## config.mk

```make
export PLATFORM = sky130hd
export DESIGN_NAME = fbfla_ram
export DESIGN_NICKNAME = d
export VERILOG_FILES = /design/src/hw/rtl/fixed_block_free_list_allocator_defines.svh /design/src/hw/rtl/fbfla_ram.sv
export SDC_FILE = /design/constraint.sdc
export NUM_CORES = 1
export LEC_CHECK = 0
export ABC_AREA = 1
export ABC_CLOCK_PERIOD_IN_PS = 1300
export BUFFER_PORTS_ARGS = -buffer_cell sky130_fd_sc_hd__buf_2
export CAP_MARGIN = 20
export CORE_MARGIN = 2
export CORE_UTILIZATION = 30
export DETAILED_ROUTE_END_ITERATION = 10
export HOLD_SLACK_MARGIN = 0.12
export PLACE_DENSITY_LB_ADDON = 0.3
export SETUP_SLACK_MARGIN = 0.15
export SYNTH_ARGS = -nofsm -noshare
export SYNTH_HDL_FRONTEND = slang
export SYNTH_SLANG_ARGS = --single-unit
```

## constraint.sdc

```tcl
create_clock -name i_clk -period 1.3 [get_ports i_clk]
set_clock_uncertainty 0.05 [all_clocks]
set_input_delay 0.13 -clock i_clk [delete_from_list [all_inputs] [get_ports i_clk]]
set_output_delay 0.13 -clock i_clk [all_outputs]
set_load 0.01 [all_outputs]
```

## src/hw/rtl/fixed_block_free_list_allocator_defines.svh

```systemverilog
// Assertion macros shared by the allocator RTL.
`ifndef FIXED_BLOCK_FREE_LIST_ALLOCATOR_DEFINES_SVH
`define FIXED_BLOCK_FREE_LIST_ALLOCATOR_DEFINES_SVH

`ifndef SYNTHESIS

// Same-cycle implication, off while reset is held.
`define ASSERT_IMP(lbl, clk, rst_n, ante, cons) \
    lbl: assert property (@(posedge clk) disable iff (!rst_n) (ante) |-> (cons)) \
        else $error("allocator assertion failed");

// Next-cycle implication, off while reset is held.
`define ASSERT_NEXT(lbl, clk, rst_n, ante, cons) \
    lbl: assert property (@(posedge clk) disable iff (!rst_n) (ante) |=> (cons)) \
        else $error("allocator assertion failed");

`else

`define ASSERT_IMP(lbl, clk, rst_n, ante, cons)
`define ASSERT_NEXT(lbl, clk, rst_n, ante, cons)

`endif

`endif

```

## src/hw/rtl/fbfla_ram.sv

```systemverilog
// Generic single-port-write, registered-read RAM.
`default_nettype none
module fbfla_ram #(
    parameter int unsigned WIDTH = 8,
    parameter int unsigned DEPTH = 16
) (
    input  wire logic                     i_clk,
    input  wire logic                     i_we,
    input  wire logic [$clog2(DEPTH)-1:0] i_waddr,
    input  wire logic [WIDTH-1:0]         i_wdata,
    input  wire logic [$clog2(DEPTH)-1:0] i_raddr,
    output logic      [WIDTH-1:0]         o_rdata
);

    logic [WIDTH-1:0] r_mem [DEPTH];

    always_ff @(posedge i_clk) begin
        if (i_we) begin
            r_mem[i_waddr] <= i_wdata;
        end
        o_rdata <= r_mem[i_raddr];
    end

endmodule
`default_nettype wire

```

==> metrics.md <==
| Metric | Value |
|---|---|
| Core Area | `around 19,000 um^2` |
| EDFF count, synth | `roughly 130` |
| Die ar. | `20,300 um^2` |
| # H-tree levels | `4` |
| Max incr delay on CP | `330 ps` |
| Worst Setup SP | `o_rdata[0]$_DFF_P_` |
| Status | `completed` |
| Lkg Pwr | `2.99 nW` |
| Most instantiated library cell after synthesis | `nand2_1` |
| Grt ovf | `0` |
| Starting Density | `a little over 30%` |
| Syn Area/Cell | `~10 um^2` |
| Area Growth Syn to Fin | `20.8%` |
| Antenna cells | `0` |
| IO Count | `26` |
| Worst reg2reg startpoint | `r_mem[1][5]$_DFFE_PP_` |
| First-pass DRT Iterations | `5` |
| Gr usage total | `between 10% and 20%` |
| CP required | `around 1100 ps` |
| Rows | `50` |
| Post-synth top cells | `nand2_1, edfxtp_1, inv_1` |
| Routed via count | `around 3,900` |
| CP bufs+invs | `1` |
| Nets | `about 630` |
| Final worst path period need | `1080 ps` |
| Largest net degree at the start of global routing | `between 40 and 50` |
| TritonCTS clock tree | `done` |
| Crit Reg-Reg Endpoint | `o_rdata[5]$_DFF_P_` |
| FF-to-FF path depth | `6` |
| Clk pwr share | `a little under half` |
| GPL Wtd Cong | `roughly 0.8` |
| Worst skew pair latency | `just over 400 ps` |
| Port Buffers | `25` |
| Final setup viols | `0` |
| CP Launch Type | `flip-flop` |
| CP Max Fanout | `1` |
| Critical path endpoint category | `output pin` |
| Sequential power share | `roughly half` |
| Fin util | `between 30% and 40%` |
| Clk root buf | `clkbuf_16` |
| Slew @ Worst Pin | `382 ps` |
| Synth top area cells | `edfxtp_1, nand2_1, nand3_1` |
| Fmax | `just over 900 MHz` |
| Area leader, netlist | `edfxtp_1` |
| Reg-to-reg setup timing slack | `around 250 ps` |
| Worst Hold Path Cells | `4` |
| Combinational power share | `about 6.5%` |
| Slew Limit Fails | `0` |
| Ys flop type | `edfxtp_1` |
| Netlist cell types | `12` |
| #FFs+latches synth | `around 140` |
| FFs w/ async S/R, synth | `0%` |
| Post-synthesis sequential area ratio | `a little over two thirds` |
| CP cell instances | `buf_2` |
| Critical path class | `flip-flop to output pin` |
| Rel. slew slack | `about three quarters` |
| Cell Area, Synth | `between 5000 and 6000 um^2` |
| Tcrit/Tclk final | `82.8%` |
| Multi-input logic area | `1220 um^2` |
| Setup TNS Final | `0 ps` |
| Unrepaired setup endpoints after global routing | `false` |
| CTS clk-pin slew, worst paths | `approximately 50 ps` |
| Filler cell count | `1,875` |
| Drc violations | `0` |
| Share of layout cells above drive strength 1 | `12.7%` |
| Register cell area after layout | `roughly 4000 um^2` |
| Setup crit end | `o_rdata[0]` |
| Syn_nets | `roughly 570` |
| First-pass GRT wire length | `21.2 mm` |
| Cell count after synthesis | `roughly 550` |
| Worst path slowest cell | `dfxtp_1` |
| Cell Pwr Density | `1470 nW/um^2` |
| Crit path DAT | `900 ps` |
| Synth top area share | `between 60% and 70%` |
| Sw Share | `around a fifth` |
| ANT nets after route | `0` |
| Die width | `roughly 140 um` |
| Crit path max-delay family | `flip-flops` |
| DR vias/cell | `between 4 and 5` |
| YS warnings | `0` |
| Vias in the first global route | `3,750` |
| Sink Count | `roughly 140` |
| Total Wirelength | `roughly 14 mm` |
| Switch Pwr | `between 2 and 2.5 mW` |
| 1st-iter DRT viols | `around 270` |
| Max_cap viols | `0` |
| DP HPWL | `8.72 mm` |
| Worst hold path class | `input pin to flip-flop` |
| DIE HEIGHT | `roughly 140 um` |
| WL/cell | `16.0 um` |
| VDD IR max | `just under 0.0007 V` |
| Final Hold Vio Count | `0` |
| Num CTS Buffers | `17` |
| Total stage count of the critical path | `1` |
| Int Pwr | `a little over 8 mW` |
| Initial antenna violation count | `0` |
| Clock Path Buffers | `2` |
| Setup repair bufs after CTS | `0` |
-- per-stage QoR --
| stage | setup slack (ps) | area (um^2) | power (mW) | std cells | hold slack (ps) |
|---|---|---|---|---|---|
| 6_report | 223 | 6970 | 10.2 | 856 | 210 |
| 5_1_grt | 179 | 6970 | 10.6 | 856 | 220 |
| 4_1_cts | 202 | 6960 | 10.3 | 856 | 195 |
| 3_5_place_dp | 16.1 | 6290 | 5.67 | 814 | 453 |
| 3_3_place_gp | 14.0 | 6290 | 5.66 | 814 | 463 |
| 2_1_floorplan | 169 | 5770 | 5.38 | 551 | 179 |
-- layout make-up --
type / count / area share (%)
sequential: 136 / 57.5
tap: 234 / 4.20
timing repair buffer: 63 / 7.15
inverter: 102 / 5.50
multi-input combinational: 289 / 17.5
clock buffer: 20 / 6.27
clock inverter: 12 / 1.90
-- cells by family after synthesis --
logic type             share of synthesized area [%]
AND/OR/NAND/NOR                                 21.0
buffers and inverters                           9.52
flip-flops                                      69.4
-- flip-flops by register name (all words and copies together), names as in the netlist --
signal   count
r_mem      128
o_rdata      8
-- worst min path at each step --
stage	endpoint	slack (ps)	startpoint
floorplan	r_mem[0][0]$_DFFE_PP_	180	i_wdata[0]
global placement	o_rdata[7]$_DFF_P_	460	i_raddr[3]
detailed placement	o_rdata[2]$_DFF_P_	450	i_raddr[3]
CTS	o_rdata[4]$_DFF_P_	200	i_raddr[3]
global route	o_rdata[4]$_DFF_P_	220	i_raddr[3]
finish	o_rdata[4]$_DFF_P_	210	i_raddr[3]
-- power groups by stage --
stage	clock network, mW	logic [mW]	registers, mW
2_1_floorplan	0	0.346	5.03
3_3_place_gp	0	0.638	5.02
3_5_place_dp	0	0.645	5.02
4_1_cts	4.69	0.674	4.93
5_1_grt	4.89	0.740	4.94
6_report	4.62	0.669	4.93
-- layout by cell type, fill, tap and decap left out, types with 2 or more instances in the layout --
cell type	instances
nor2_1	17
inv_2	2
clkinvlp_4	2
nand3_1	96
nand3b_1	2
buf_2	25
inv_1	100
clkinv_1	6
clkbuf_1	3
dlygate4sd3_1	10
clkbuf_16	17
edfxtp_1	128
bufinv_16	3
nand2_1	173
dfxtp_1	8
buf_12	5
buf_4	23
-- routing by layer --
| metal | global-route usage [%] | up-vias | share of wire [%] |
|---|---|---|---|
| li1 | - | 1886 | - |
| met2 | 22.3 | 107 | 47 |
| met4 | 6.41 | 0 | 2.7 |
| met3 | 3.19 | 27 | 4.9 |
| met1 | 18.7 | 1841 | 46 |
| met5 | 0 | - | 0 |
-- timing repair --
action,4_1_cts,5_1_grt
endpoints found under the hold margin,135,0
hold buffers,10,0
endpoints found under the setup margin,0,1
resized for setup,0,1
Power figures use the tool's default switching activity.
