[src/hw/rtl/fixed_block_free_list_allocator_defines.svh]
// Assertion macros shared by the allocator RTL.
`ifndef FIXED_BLOCK_FREE_LIST_ALLOCATOR_DEFINES_SVH
`define FIXED_BLOCK_FREE_LIST_ALLOCATOR_DEFINES_SVH

`ifndef SYNTHESIS

// Same-cycle implication, off while reset is held.
`define ASSERT_IMP(lbl, clk, rst_n, ante, cons) \
    lbl: assert property (@(posedge clk) disable iff (!rst_n) (ante) |-> (cons)) \
        else $error("allocator assertion failed");

// Next-cycle implication, off while reset is held.
`define ASSERT_NEXT(lbl, clk, rst_n, ante, cons) \
    lbl: assert property (@(posedge clk) disable iff (!rst_n) (ante) |=> (cons)) \
        else $error("allocator assertion failed");

`else

`define ASSERT_IMP(lbl, clk, rst_n, ante, cons)
`define ASSERT_NEXT(lbl, clk, rst_n, ante, cons)

`endif

`endif

[src/hw/rtl/fbfla_pkg.sv]
// Shared types, codes and sizes of the fixed block free list allocator.
`default_nettype none
package fbfla_pkg;

    localparam int unsigned MAX_BLOCKS = 1024;
    localparam int unsigned IDX_W      = $clog2(MAX_BLOCKS);
    localparam int unsigned CNT_W      = IDX_W + 1;

    localparam int unsigned ADDR_W  = 32;
    localparam int unsigned SIZE_W  = 24;
    localparam int unsigned BS_W    = 13;
    localparam int unsigned ALIGN_W = 3;
    localparam int unsigned PROD_W  = IDX_W + BS_W;

    localparam logic [CNT_W-1:0]  NO_BLOCK = CNT_W'(MAX_BLOCKS);
    localparam logic [SIZE_W-1:0] USED_MAX = '1;

    localparam logic [1:0] KIND_ALLOC  = 2'd0;
    localparam logic [1:0] KIND_FREE   = 2'd1;
    localparam logic [1:0] KIND_CLEAR  = 2'd2;
    localparam logic [1:0] KIND_UNUSED = 2'd3;

    localparam logic [1:0] ST_OK        = 2'd0;
    localparam logic [1:0] ST_EXHAUSTED = 2'd1;
    localparam logic [1:0] ST_REJECTED  = 2'd2;
    localparam logic [1:0] ST_NO_FIT    = 2'd3;

    localparam logic [1:0] REG_POOL_BASE  = 2'd0;
    localparam logic [1:0] REG_POOL_SIZE  = 2'd1;
    localparam logic [1:0] REG_BLOCK_SIZE = 2'd2;
    localparam logic [1:0] REG_ALIGN_LOG2 = 2'd3;

    localparam logic [ADDR_W-1:0]  RST_POOL_BASE  = '0;
    localparam logic [SIZE_W-1:0]  RST_POOL_SIZE  = 24'd65536;
    localparam logic [BS_W-1:0]    RST_BLOCK_SIZE = 13'd64;
    localparam logic [ALIGN_W-1:0] RST_ALIGN_LOG2 = 3'd3;

    typedef struct packed {
        logic [1:0]        kind;
        logic [ADDR_W-1:0] block_address;
    } t_in_beat;

    typedef struct packed {
        logic [ADDR_W-1:0] result_address;
        logic [1:0]        status;
        logic [SIZE_W-1:0] used_bytes;
    } t_out_beat;

    typedef struct packed {
        logic              start;
        logic [ADDR_W-1:0] dividend;
        logic [BS_W-1:0]   divisor;
    } t_div_req;

    typedef struct packed {
        logic              done;
        logic [ADDR_W-1:0] quotient;
        logic [BS_W-1:0]   remainder;
    } t_div_rsp;

endpackage
`default_nettype wire

[src/hw/rtl/fbfla_div.sv]
// Restoring divider, one quotient bit per cycle, shared by clear and free.
`default_nettype none
module fbfla_div (
    input  wire logic                i_clk,
    input  wire logic                i_rst_n,
    input  wire fbfla_pkg::t_div_req i_req,
    output fbfla_pkg::t_div_rsp      o_rsp
);

    localparam int unsigned CW = $clog2(fbfla_pkg::ADDR_W);

    logic                          r_busy;
    logic                          r_done;
    logic [CW-1:0]                 r_cnt;
    logic [fbfla_pkg::ADDR_W-1:0]  r_quo;
    logic [fbfla_pkg::BS_W-1:0]    r_rem;
    logic [fbfla_pkg::BS_W-1:0]    r_dvs;

    logic [fbfla_pkg::BS_W:0]      rem_sh;
    logic [fbfla_pkg::BS_W+1:0]    diff;
    logic                          ge;

    always_comb begin
        rem_sh = {r_rem, r_quo[fbfla_pkg::ADDR_W-1]};
        diff   = {1'b0, rem_sh} - {2'b00, r_dvs};
        ge     = !diff[fbfla_pkg::BS_W+1];
    end

    always_ff @(posedge i_clk) begin
        if (!i_rst_n) begin
            r_busy <= 1'b0;
            r_done <= 1'b0;
            r_cnt  <= '0;
        end else begin
            r_done <= 1'b0;
            if (i_req.start) begin
                r_busy <= 1'b1;
                r_cnt  <= '0;
                r_quo  <= i_req.dividend;
                r_rem  <= '0;
                r_dvs  <= i_req.divisor;
            end else if (r_busy) begin
                // one trial subtract, shift the quotient bit in
                r_rem <= ge ? diff[fbfla_pkg::BS_W-1:0] : rem_sh[fbfla_pkg::BS_W-1:0];
                r_quo <= {r_quo[fbfla_pkg::ADDR_W-2:0], ge};
                r_cnt <= r_cnt + CW'(1);
                if (r_cnt == CW'(fbfla_pkg::ADDR_W - 1)) begin
                    r_busy <= 1'b0;
                    r_done <= 1'b1;
                end
            end
        end
    end

    assign o_rsp.done      = r_done;
    assign o_rsp.quotient  = r_quo;
    assign o_rsp.remainder = r_rem;

endmodule
`default_nettype wire
[config.mk]
export PLATFORM = sky130hd
export DESIGN_NAME = fbfla_div
export DESIGN_NICKNAME = d
export VERILOG_FILES = /design/src/hw/rtl/fixed_block_free_list_allocator_defines.svh /design/src/hw/rtl/fbfla_pkg.sv /design/src/hw/rtl/fbfla_div.sv
export SDC_FILE = /design/constraint.sdc
export NUM_CORES = 1
export LEC_CHECK = 0
export ABC_AREA = 1
export BUFFER_PORTS_ARGS = -buffer_cell sky130_fd_sc_hd__buf_2
export CORE_MARGIN = 3
export CORE_UTILIZATION = 50
export DETAILED_ROUTE_END_ITERATION = 8
export PLACE_DENSITY = 0.76
export SLEW_MARGIN = 20
export SYNTH_ARGS = -nofsm -noshare
export SYNTH_HDL_FRONTEND = slang
export SYNTH_SLANG_ARGS = --single-unit
[constraint.sdc]
create_clock -name i_clk -period 5.7 [get_ports i_clk]
set_input_delay 0.855 -clock i_clk [delete_from_list [all_inputs] [get_ports i_clk]]
set_output_delay 0.855 -clock i_clk [all_outputs]
set_load 0.005 [all_outputs]
==> run metrics <==
status=complete, no violations; Sw Share=0.310; multi-input logic area=0.00135 sq mm; Core Box Area=0.00683 sq mm; Max Transition Viols Final=0; n_diodes=0; Avg Cell Area, Syn=8.38 sq um; Yosys Warn Count=0; worst slew pin tran=1070 ps; CTS Buf Count=9; GR Overflow Total=0; deepest clock path buffer count=2; HP Class=reg2reg; worst-path cell chain=buf_2 > nand2_1 > nand2_2; Logic pwr share=0.234; Fillers=652; die height=90.1 microns; Final Hold Vio Count=0; final worst clock skew=9.51 ps; critical path capture point type=flop; vias in the first global route=3,068; top cells by area, synth=edfxtp_1 (49%), nand2_1 (19%), inv_1 (6.8%); Seq/Total Area, Yosys=0.532; maximum clock frequency=0.413 GHz; Port-buffer cells=93; largest area contributor in the netlist=edfxtp_1; clk sinks=65; H-tree depth=3; CTS tree=done; syn_nets=486; clk_lat worst skew=340 ps; post-synth top area share=0.493; CP max stage delay=830 ps; Post-Route Utilization=0.622; I/O Pins=94; post-CTS setup buffers=0; Initial DRT Pass Iterations=5; via count=3,066; pin count of the biggest net entering global routing=47; Die X=90.1 microns; Worst slew margin=0.281; Vias/cell=4.97; number of max-cap violations=0; DRT antenna net count=0; minimum clock period=2420 ps; Peak supply drop=0.000198 V; Final nets=580; period utilisation layout=0.425; Crit Path Max Fanout=45; Psw=0.000400 W; Routed WL=8140 microns; gpl congestion=0.850; Clock transition at path regs=70 ps; critical path data arrival time=2380 ps; crit path launch type=input pin; Reg power frac=0.468; Cells after Synth=422; hpwl dp=5920 microns; antenna violations before repair=0; share of cells above drive strength 1=0.221; worst path bufs/invs=1; P_int=0.000890 W; Clock Power Share=0.298; final setup fails=0; Mapped Area=0.00354 sq mm; # resized after CTS=0; die area=0.00812 sq mm; slowest stage cell, crit path=nand2_2; row count=30; post-synthesis register bit count=65; FF+latch area=0.00188 sq mm; Worst EP required=5660 ps; RSZ-0062 raised after global routing=no; DRC Markers=0; setup TNS=0 ps; Tot GR Track Use=0.206; Root Driver=clkbuf_8; DR iter-0 viols=180; wire length per cell=13.2 microns; leak pwr=2.19 nW; hold buffers post-CTS=0; Starting Density=0.518; Crit path max-delay family=simple AND/OR/NAND/NOR gates; first-pass GRT wire length=13,600 microns; area delta synth->final=20.2%; Yosys cell types=29; crit path kind=in2reg; PD cells=304 mW/mm^2
## final cells by class
| class | instances | area share |
|---|---|---|
| multi-input cells | 282 | 0.318 |
| flip-flops and latches | 65 | 0.443 |
| clock inverters | 6 | 0.0138 |
| inverters | 65 | 0.0574 |
| well taps | 96 | 0.0283 |
| clock buffers | 10 | 0.0300 |
| repair buffers | 93 | 0.110 |
## Yosys cell counts
cell type,number
nor3_1,5
clkbuf_1,7
o21ai_0,5
nand2_4,1
inv_2,1
buf_4,2
a21oi_4,1
ha_1,15
fa_1,1
a21oi_1,8
nor3_4,1
a31oi_1,1
nand3_1,17
inv_1,64
nor2_1,29
buf_12,1
dfxtp_1,7
edfxtp_1,58
xnor2_1,2
o21ai_1,3
xor2_1,2
nand4_1,4
nand3b_1,3
a211oi_1,1
and2_1,1
o21ai_2,1
nand2_1,178
nand2_2,2
nor4_1,1
## sequential cells by signal (all words and copies together) (netlist names)
name / flops
r_rem: 13
r_cnt: 5
r_quo: 32
r_done: 1
r_dvs: 13
r_busy: 1
## through the flow
stage | hold WS, ps | power, W | area (sq um) | std cells | worst slack (ps)
after floorplan | 444 | 0.000818 | 3540 | 422 | 3120
after global placement | 454 | 0.000903 | 4060 | 601 | 2980
after detailed placement | 467 | 0.000914 | 4060 | 601 | 2930
after CTS | 477 | 0.00129 | 4250 | 617 | 3290
after global routing | 514 | 0.00137 | 4250 | 617 | 3150
final | 475 | 0.00129 | 4250 | 617 | 3280
## tightest hold or removal path, delay by kind of cell, from the launching register on
| kind | cells | cell delay (ps) |
|---|---|---|
| flip-flops | 1 | 320 |
| AND/OR/NAND/NOR | 1 | 60 |
| AO/OA/AOI/OAI | 1 | 50 |
## placed cells by master, fill, tap and decap left out, drive strengths merged, types with 2 or more instances in the layout
cell type	n
nand2	181
buf	93
inv	65
edfxtp	58
nor2	29
nand3	17
ha	15
clkbuf	10
a21oi	9
o21ai	9
dfxtp	7
nor3	6
nand4	4
nand3b	3
clkinv	3
xnor2	2
xor2	2
clkinvlp	2
## power by group through the flow
| stage | registers, W | clock network, W | logic [W] |
|---|---|---|---|
| 2_1_floorplan | 0.000611 | 0 | 0.000207 |
| 3_3_place_gp | 0.000613 | 0 | 0.000290 |
| 3_5_place_dp | 0.000612 | 0 | 0.000301 |
| 4_1_cts | 0.000603 | 0.000387 | 0.000303 |
| 5_1_grt | 0.000608 | 0.000411 | 0.000346 |
| 6_report | 0.000603 | 0.000384 | 0.000302 |
## final timing paths
path / slack (ps) / end / startpoint / cells past startpoint
max: 3280 / r_rem[11]$_SDFFCE_PP0P_ / i_req[45] / 3
min: 470 / r_cnt[4]$_SDFFE_PP0P_ / r_cnt[4]$_SDFFE_PP0P_ / 2
max reg2reg: 3380 / r_rem[9]$_SDFFCE_PP0P_ / r_quo[31]$_DFFE_PP_ / 11
min reg2reg: 470 / r_cnt[4]$_SDFFE_PP0P_ / r_cnt[4]$_SDFFE_PP0P_ / 2
## routing by layer
| metal | track usage | part of all wire | vias to the layer above |
|---|---|---|---|
| met5 | 0 | 0 | - |
| met4 | 0.0740 | 0.014 | 0 |
| met3 | 0.0787 | 0.087 | 10 |
| met2 | 0.338 | 0.48 | 123 |
| met1 | 0.246 | 0.42 | 1416 |
| li1 | - | - | 1517 |
## logic make-up (layout without fill, tap and decap cells)
family,count (synthesis),count (layout),share of synthesized area
fa+ha+maj,16,16,0.0587
buf+inv,75,174,0.0863
flops,65,65,0.532
simple gates,242,242,0.279
xor+xnor,4,4,0.00991
compound gates,20,20,0.0336
No activity file was read; power rests on OpenSTA's default activity.
